--- config.mk ---
export PLATFORM = sky130hd
export DESIGN_NAME = bpa_ctrl
export DESIGN_NICKNAME = d
export VERILOG_FILES = /design/src/hw/rtl/bpa_pkg.sv /design/src/hw/rtl/bpa_ctrl.sv
export SDC_FILE = /design/constraint.sdc
export NUM_CORES = 1
export LEC_CHECK = 0
export BUFFER_PORTS_ARGS = -buffer_cell sky130_fd_sc_hd__buf_2
export CAP_MARGIN = 20
export CORE_UTILIZATION = 44
export DETAILED_ROUTE_END_ITERATION = 7
export GPL_TIMING_DRIVEN = 0
export MAX_ROUTING_LAYER = met4
export PLACE_DENSITY_LB_ADDON = 0.15
export SLEW_MARGIN = 25
export SYNTH_ARGS = -nofsm -noshare
export SYNTH_HDL_FRONTEND = slang
export SYNTH_SLANG_ARGS = --single-unit
--- constraint.sdc ---
create_clock -name clk -period 2.4 [get_ports clk]
set_input_delay 0.12 -clock clk [delete_from_list [all_inputs] [get_ports clk]]
set_output_delay 0.12 -clock clk [all_outputs]
set_load 0.01 [all_outputs]
--- src/hw/rtl/bpa_pkg.sv ---
`default_nettype none
// ----------------------------------------------------------------------------
// bpa_pkg
// Shared constants, codes and control types of the buddy page allocator.
// ----------------------------------------------------------------------------
package bpa_pkg;

  function automatic int flog2(input int v);
    int r;
    r = 0;
    for (int i = 0; i < 30; i++) begin
      if ((1 << (i + 1)) <= v) r = i + 1;
    end
    return r;
  endfunction

  localparam int POOL_PAGES = 256;
  // largest order that fits both the page store and the 8-bit page field
  localparam int PAGE_W     = (flog2(POOL_PAGES) < 8) ? flog2(POOL_PAGES) : 8;
  localparam int DEPTH      = 1 << PAGE_W;
  localparam int ORD_W      = 4;
  localparam int PS_W       = 21;

  localparam logic [ORD_W-1:0] TOP_CAP    = ORD_W'(PAGE_W);
  localparam logic [ORD_W-1:0] TAG_MERGED = 4'hF;

  // request kinds
  localparam logic [1:0] REQ_ALLOC = 2'd0;
  localparam logic [1:0] REQ_FREE  = 2'd1;
  localparam logic [1:0] REQ_FIND  = 2'd2;
  localparam logic [1:0] REQ_NONE  = 2'd3;

  // result status
  localparam logic [1:0] ST_OK    = 2'd0;
  localparam logic [1:0] ST_NOMEM = 2'd1;
  localparam logic [1:0] ST_FREED = 2'd2;
  localparam logic [1:0] ST_RANGE = 2'd3;

  // configuration register indexes
  localparam logic [1:0] CFG_ORIGIN = 2'd0;
  localparam logic [1:0] CFG_PSIZE  = 2'd1;
  localparam logic [1:0] CFG_PORDER = 2'd2;

  // datapath operations
  typedef logic [3:0] bpa_op_t;
  localparam bpa_op_t OP_NOP       = 4'd0;
  localparam bpa_op_t OP_LOAD      = 4'd1;
  localparam bpa_op_t OP_ORD       = 4'd2;
  localparam bpa_op_t OP_SCAN_RD   = 4'd3;
  localparam bpa_op_t OP_SCAN_EV   = 4'd4;
  localparam bpa_op_t OP_SPLIT     = 4'd5;
  localparam bpa_op_t OP_RANGE     = 4'd6;
  localparam bpa_op_t OP_HD_RD     = 4'd7;
  localparam bpa_op_t OP_HD_EV     = 4'd8;
  localparam bpa_op_t OP_BYTES_RD  = 4'd9;
  localparam bpa_op_t OP_BYTES_CAP = 4'd10;
  localparam bpa_op_t OP_MG_RD     = 4'd11;
  localparam bpa_op_t OP_MG_EV     = 4'd12;
  localparam bpa_op_t OP_MG_FIN    = 4'd13;
  localparam bpa_op_t OP_MUL       = 4'd14;
  localparam bpa_op_t OP_OUT       = 4'd15;

  typedef struct packed {
    bpa_op_t    op;
    logic       st_we;
    logic [1:0] st_code;
  } bpa_cmd_t;

  typedef struct packed {
    logic [1:0] req_type;
    logic       ord_hit;
    logic       ord_last;
    logic       scan_hit;
    logic       scan_last;
    logic       best_any;
    logic       split_done;
    logic       oor;
    logic       div_done;
    logic       hd_found;
    logic       hd_free;
    logic       mg_top;
    logic       mg_ok;
    logic       out_free;
  } bpa_sts_t;

  function automatic logic [ORD_W-1:0] order_sat(input logic [ORD_W-1:0] v);
    return (v > TOP_CAP) ? TOP_CAP : v;
  endfunction

endpackage
`default_nettype wire

--- src/hw/rtl/bpa_ctrl.sv ---
`default_nettype none
// ----------------------------------------------------------------------------
// bpa_ctrl
// Sequencer of the allocator: steps each request through its datapath ops.
// ----------------------------------------------------------------------------
module bpa_ctrl (
  input  logic              clk,
  input  logic              rst_n,
  input  logic              in_valid,
  output logic              in_ready,
  input  bpa_pkg::bpa_sts_t sts,
  output bpa_pkg::bpa_cmd_t cmd
);
  localparam logic [4:0] S_IDLE      = 5'd0;
  localparam logic [4:0] S_DISP      = 5'd1;
  localparam logic [4:0] S_ORD       = 5'd2;
  localparam logic [4:0] S_SCAN_RD   = 5'd3;
  localparam logic [4:0] S_SCAN_EV   = 5'd4;
  localparam logic [4:0] S_SPLIT     = 5'd5;
  localparam logic [4:0] S_RANGE     = 5'd6;
  localparam logic [4:0] S_DIV       = 5'd7;
  localparam logic [4:0] S_HD_RD     = 5'd8;
  localparam logic [4:0] S_HD_EV     = 5'd9;
  localparam logic [4:0] S_BYTES_RD  = 5'd10;
  localparam logic [4:0] S_BYTES_CAP = 5'd11;
  localparam logic [4:0] S_MG_RD     = 5'd12;
  localparam logic [4:0] S_MG_EV     = 5'd13;
  localparam logic [4:0] S_MG_FIN    = 5'd14;
  localparam logic [4:0] S_MUL       = 5'd15;
  localparam logic [4:0] S_DONE      = 5'd16;

  logic [4:0] state_r, state_nxt;

  always_ff @(posedge clk) begin
    if (!rst_n) state_r <= S_IDLE;
    else        state_r <= state_nxt;
  end

  assign in_ready = (state_r == S_IDLE);

  always_comb begin
    state_nxt = state_r;
    cmd       = '0;
    cmd.op    = bpa_pkg::OP_NOP;
    unique case (state_r)
      S_IDLE: begin
        if (in_valid) begin
          cmd.op      = bpa_pkg::OP_LOAD;
          cmd.st_we   = 1'b1;
          cmd.st_code = bpa_pkg::ST_OK;
          state_nxt   = S_DISP;
        end
      end
      S_DISP: begin
        unique case (sts.req_type)
          bpa_pkg::REQ_ALLOC: state_nxt = S_ORD;
          bpa_pkg::REQ_FREE:  state_nxt = S_RANGE;
          bpa_pkg::REQ_FIND:  state_nxt = S_RANGE;
          default:            state_nxt = S_DONE;
        endcase
      end
      S_ORD: begin
        cmd.op = bpa_pkg::OP_ORD;
        if (sts.ord_hit) begin
          state_nxt = S_SCAN_RD;
        end else if (sts.ord_last) begin
          cmd.st_we   = 1'b1;
          cmd.st_code = bpa_pkg::ST_NOMEM;
          state_nxt   = S_DONE;
        end
      end
      S_SCAN_RD: begin
        cmd.op    = bpa_pkg::OP_SCAN_RD;
        state_nxt = S_SCAN_EV;
      end
      S_SCAN_EV: begin
        cmd.op = bpa_pkg::OP_SCAN_EV;
        if (sts.scan_hit || sts.scan_last) begin
          if (sts.best_any) begin
            state_nxt = S_SPLIT;
          end else begin
            cmd.st_we   = 1'b1;
            cmd.st_code = bpa_pkg::ST_NOMEM;
            state_nxt   = S_DONE;
          end
        end else begin
          state_nxt = S_SCAN_RD;
        end
      end
      S_SPLIT: begin
        cmd.op = bpa_pkg::OP_SPLIT;
        if (sts.split_done) state_nxt = S_MUL;
      end
      S_RANGE: begin
        cmd.op = bpa_pkg::OP_RANGE;
        if (sts.oor) begin
          cmd.st_we   = 1'b1;
          cmd.st_code = bpa_pkg::ST_RANGE;
          state_nxt   = S_DONE;
        end else begin
          state_nxt = S_DIV;
        end
      end
      S_DIV: begin
        if (sts.div_done) state_nxt = S_HD_RD;
      end
      S_HD_RD: begin
        cmd.op    = bpa_pkg::OP_HD_RD;
        state_nxt = S_HD_EV;
      end
      S_HD_EV: begin
        cmd.op = bpa_pkg::OP_HD_EV;
        if (!sts.hd_found) begin
          state_nxt = S_HD_RD;
        end else if (sts.req_type == bpa_pkg::REQ_FREE && sts.hd_free) begin
          cmd.st_we   = 1'b1;
          cmd.st_code = bpa_pkg::ST_FREED;
          state_nxt   = S_DONE;
        end else begin
          state_nxt = S_BYTES_RD;
        end
      end
      S_BYTES_RD: begin
        cmd.op    = bpa_pkg::OP_BYTES_RD;
        state_nxt = S_BYTES_CAP;
      end
      S_BYTES_CAP: begin
        cmd.op    = bpa_pkg::OP_BYTES_CAP;
        state_nxt = (sts.req_type == bpa_pkg::REQ_FIND) ? S_MUL : S_MG_RD;
      end
      S_MG_RD: begin
        cmd.op    = bpa_pkg::OP_MG_RD;
        state_nxt = sts.mg_top ? S_MG_FIN : S_MG_EV;
      end
      S_MG_EV: begin
        cmd.op    = bpa_pkg::OP_MG_EV;
        state_nxt = sts.mg_ok ? S_MG_RD : S_MG_FIN;
      end
      S_MG_FIN: begin
        cmd.op    = bpa_pkg::OP_MG_FIN;
        state_nxt = S_MUL;
      end
      S_MUL: begin
        cmd.op    = bpa_pkg::OP_MUL;
        state_nxt = S_DONE;
      end
      S_DONE: begin
        if (sts.out_free) begin
          cmd.op    = bpa_pkg::OP_OUT;
          state_nxt = S_IDLE;
        end
      end
      default: state_nxt = S_IDLE;
    endcase
  end
endmodule
`default_nettype wire

==> results summary <==
The number of cells on the worst reg-to-reg path is 7. The total setup violations reported at the end of the flow is 0. Once the floorplan was initialized, standard cells occupied 47.3% of the core. The clock passes through at most 2 buffers. In this run the worst setup path begins at state_r[0]$_SDFFE_PN0P_. The via count of the first global-routing pass is slightly above 800. The combined global-route utilization of all metal layers came out at approximately 25%. The via density per instance is 5.92.

The placement row count came out at 15. In this run, placement finished with an instance count of 166. Averaged over all synthesized cells, the footprint is 7.04 µm².

The net count after synthesis came out at 137. The count of state elements after synthesis is 5. The distinct cell type count after synthesis is 48. The worst vdd rail ir drop is roughly 340 µV. The clock period could shrink to 1.95 ns.

The worst setup path endpoint is cmd[0]. The beginning of the worst register-to-register path is state_r[0]$_SDFFE_PN0P_. In this run the power density over the cells is 817 nW/µm². The warning count from the yosys run is 0. The reg2reg setup slack is 0.72 ns.

The number of H-tree levels came out at 1. The width of the chip came out at 45.1 µm. The final RePlAce weighted congestion came out at 0.939. The CTS clock-pin slew for the worst setup and hold paths is 0.05 ns. The I/O pin count is 26.

The half-perimeter wire length after placement is 1800 µm. The post-layout instance area came out at 1000 µm². The wire length of the first global-routing pass came out at 3750 µm. The cell type with the highest aggregate area in the netlist is dfxtp_1.

The floorplan step set the die height to 45.1 µm. The summed negative setup slack over all endpoints came out at 0 ns. The number of antenna cells inserted came out at 0. The number of setup buffers added after CTS came out at 0. More flip-flops sit in one register than any other, and that register is state_r. In the synthesized netlist the dominant register cell turns out to be dfxtp_1.

For the worst-skew pair, the clock arrives at the later sink with an insertion delay of 0.24 ns. Counting flops with a built-in enable in the synthesized netlist gives 0. The number of vias in the routed layout came out at 1006. The number of DRC markers in iteration 0 is 48. Measured against its own limit, the worst slew margin works out to between 60% and 70%. STA classifies the critical path endpoint as an output pin. After detailed routing, the total wire length is between 2000 and 2500 µm. The number of optimization iterations in the first detailed-route pass is 4.

The number of sinks driven by the clock tree came out at 5. The post-synthesis async set-or-reset flop share is 0%. The placeable core area came out at 1730 µm².

The transition time of the tightest slew-check pin is 0.441 ns. The largest fanout of any net on the critical path came out at 10. TritonCTS built the clock tree. The arrival time reported for the critical path endpoint is 1.83 ns. The number of nets in the layout is ~170. The die covers around 2000 µm². The fraction of layout cells with a size suffix above 1 is between 20 and 30%.

The number of buffers created by CTS is 3. The flow ran to the end, and the final reports show no timing, DRC or antenna violations. The endpoint identified for the worst register-to-register timing path is state_r[1]$_SDFFE_PN0P_. The DRC violation count after routing came out at 0. The average routed wire per standard cell is between 10 and 15 µm.

The final max-slew violation count came out at 0. In the layout the commonest cells are 30 x buf_2, 9 x nand2_1, 9 x nand2b_1. The path class of the tightest hold or removal check is primary input to flip-flop. Leaving out fill and tap cells, the most frequent cell in the layout is buf_2. The pin count of the biggest net entering global routing is 11. The power consumption is 816 µW. The leakage power summed over all cells came out at 0.000415 µW.

The placed standard-cell area is 973 µm². In this run the remaining antenna-violating nets after routing total 0. The count of input and output buffers came out at 25. Setup repair after global routing left no endpoint under its margin. The count of placed standard cells in the final layout, fillers left out is 170. After synthesis, the largest area contributor takes up 12.3% of total cell area. The count of mapped cells out of synthesis is 116. The fraction of the core area covered by cells at the end of the flow is around 58%. In this run, post-CTS hold repair placed 0 buffers.

The critical path in this run is classified as flip-flop to output pin. The clock skew came out at between 0.003 and 0.004 ns. The filler cells instantiated in the layout total 188. The max-capacitance violation count came out at 0.

In the final layout, the registers with the most flip-flops are state_r x5. The number of failing hold endpoints at the final stage is 0. Yosys attributes the largest share of cell area to dfxtp_1 12%, nand2b_1 6.9%, a21oi_1 4.9%, o21ai_0 4.9%, ha_1 4.6%. The total congestion overflow came out at 0. After synthesis the cells add up to approximately 800 µm². The number of antenna violations at the first check in global routing is 0. The clock tree root buffer cell is clkbuf_4. The data required time at the worst endpoint came out at 2.28 ns. The proportion of synthesized chip area in sequential cells came out at 12.3%. For this run, the top clock speed supported by timing is 0.513 GHz.

The layout-stage area growth over the synthesis result is 22.4%. The post-route fraction of the period consumed by the critical path came out at approximately four fifths. The number of flip-flops in the largest register is 5. The post-cts repair resize count came out at 0. The worst setup path is launched from a flip-flop.
metrics by stage:
stage | hold slack (ns) | setup slack [ns]
4_1_cts | 0.194 | 0.453
6_report | 0.198 | 0.452
3_3_place_gp | 0.435 | 0.746
3_5_place_dp | 0.438 | 0.716
2_1_floorplan | 0.290 | 0.896
5_1_grt | 0.200 | 0.280
Yosys cell counts (2+ instances only):
library cell / number
a21boi_0: 2
a21oi_1: 8
a22oi_1: 2
buf_2: 5
buf_6: 2
dfxtp_1: 5
ha_1: 3
inv_1: 5
nand2_1: 9
nand2b_1: 9
nand3_1: 5
nand3b_1: 2
nand4_1: 5
nor2_1: 6
nor3_1: 4
nor4_1: 2
o21ai_0: 8
o22ai_1: 3
or3_1: 2
cell families after synthesis:
group           Yosys count  synth area share, %
compound gates           36                 30.3
xor+xnor                  2                 2.14
fa+ha+maj                 3                 4.59
buf+inv                  15                 9.95
flops                     5                 12.3
mux                       2                 2.76
simple gates             53                 38.0
routing by layer:
layer / global-route usage (%) / share of wire [%]
met5: - / 0
met2: 39.7 / 45
met1: 36.1 / 49
met4: 1.82 / 0.35
met3: 1.60 / 5.4
area by class of cell:
| type | count | area [µm²] | share of cell area (%) |
|---|---|---|---|
| repair buffers | 25 | 125 | 12.5 |
| inverters | 6 | 22.5 | 2.25 |
| flip-flops and latches | 5 | 100 | 10.0 |
| well taps | 25 | 31.3 | 3.13 |
| multi-input cells | 96 | 636 | 63.6 |
| plain buffers | 9 | 58.8 | 5.88 |
| clock buffers | 4 | 26.3 | 2.63 |
worst min path at each step:
stage / startpoint / to / slack, ns / cells past startpoint
2_1_floorplan: rst_n / state_r[4]$_SDFFE_PN0P_ / 0.29 / 2
3_3_place_gp: rst_n / state_r[1]$_SDFFE_PN0P_ / 0.44 / 3
3_5_place_dp: rst_n / state_r[1]$_SDFFE_PN0P_ / 0.44 / 3
4_1_cts: rst_n / state_r[1]$_SDFFE_PN0P_ / 0.19 / 3
5_1_grt: rst_n / state_r[1]$_SDFFE_PN0P_ / 0.20 / 3
6_report: rst_n / state_r[1]$_SDFFE_PN0P_ / 0.20 / 3
worst max-delay path, stage by stage (launching register included):
cell and delay, ns:
dfxtp_1 0.30, buf_6 0.13, nor2_1 0.31, nand2_1 0.10, nor4_1 0.36, a21oi_1 0.15, o21ai_0 0.09, buf_2 0.15
power breakdown:
group	internal [µW]	switching (µW)	leakage [µW]
Clock	62.8	32.8	0.0000150
Sequential	103	14.9	0.0000407
Combinational	249	355	0.000360
Total	414	402	0.000415
Note: power is estimated with default switching activity, not from simulation.
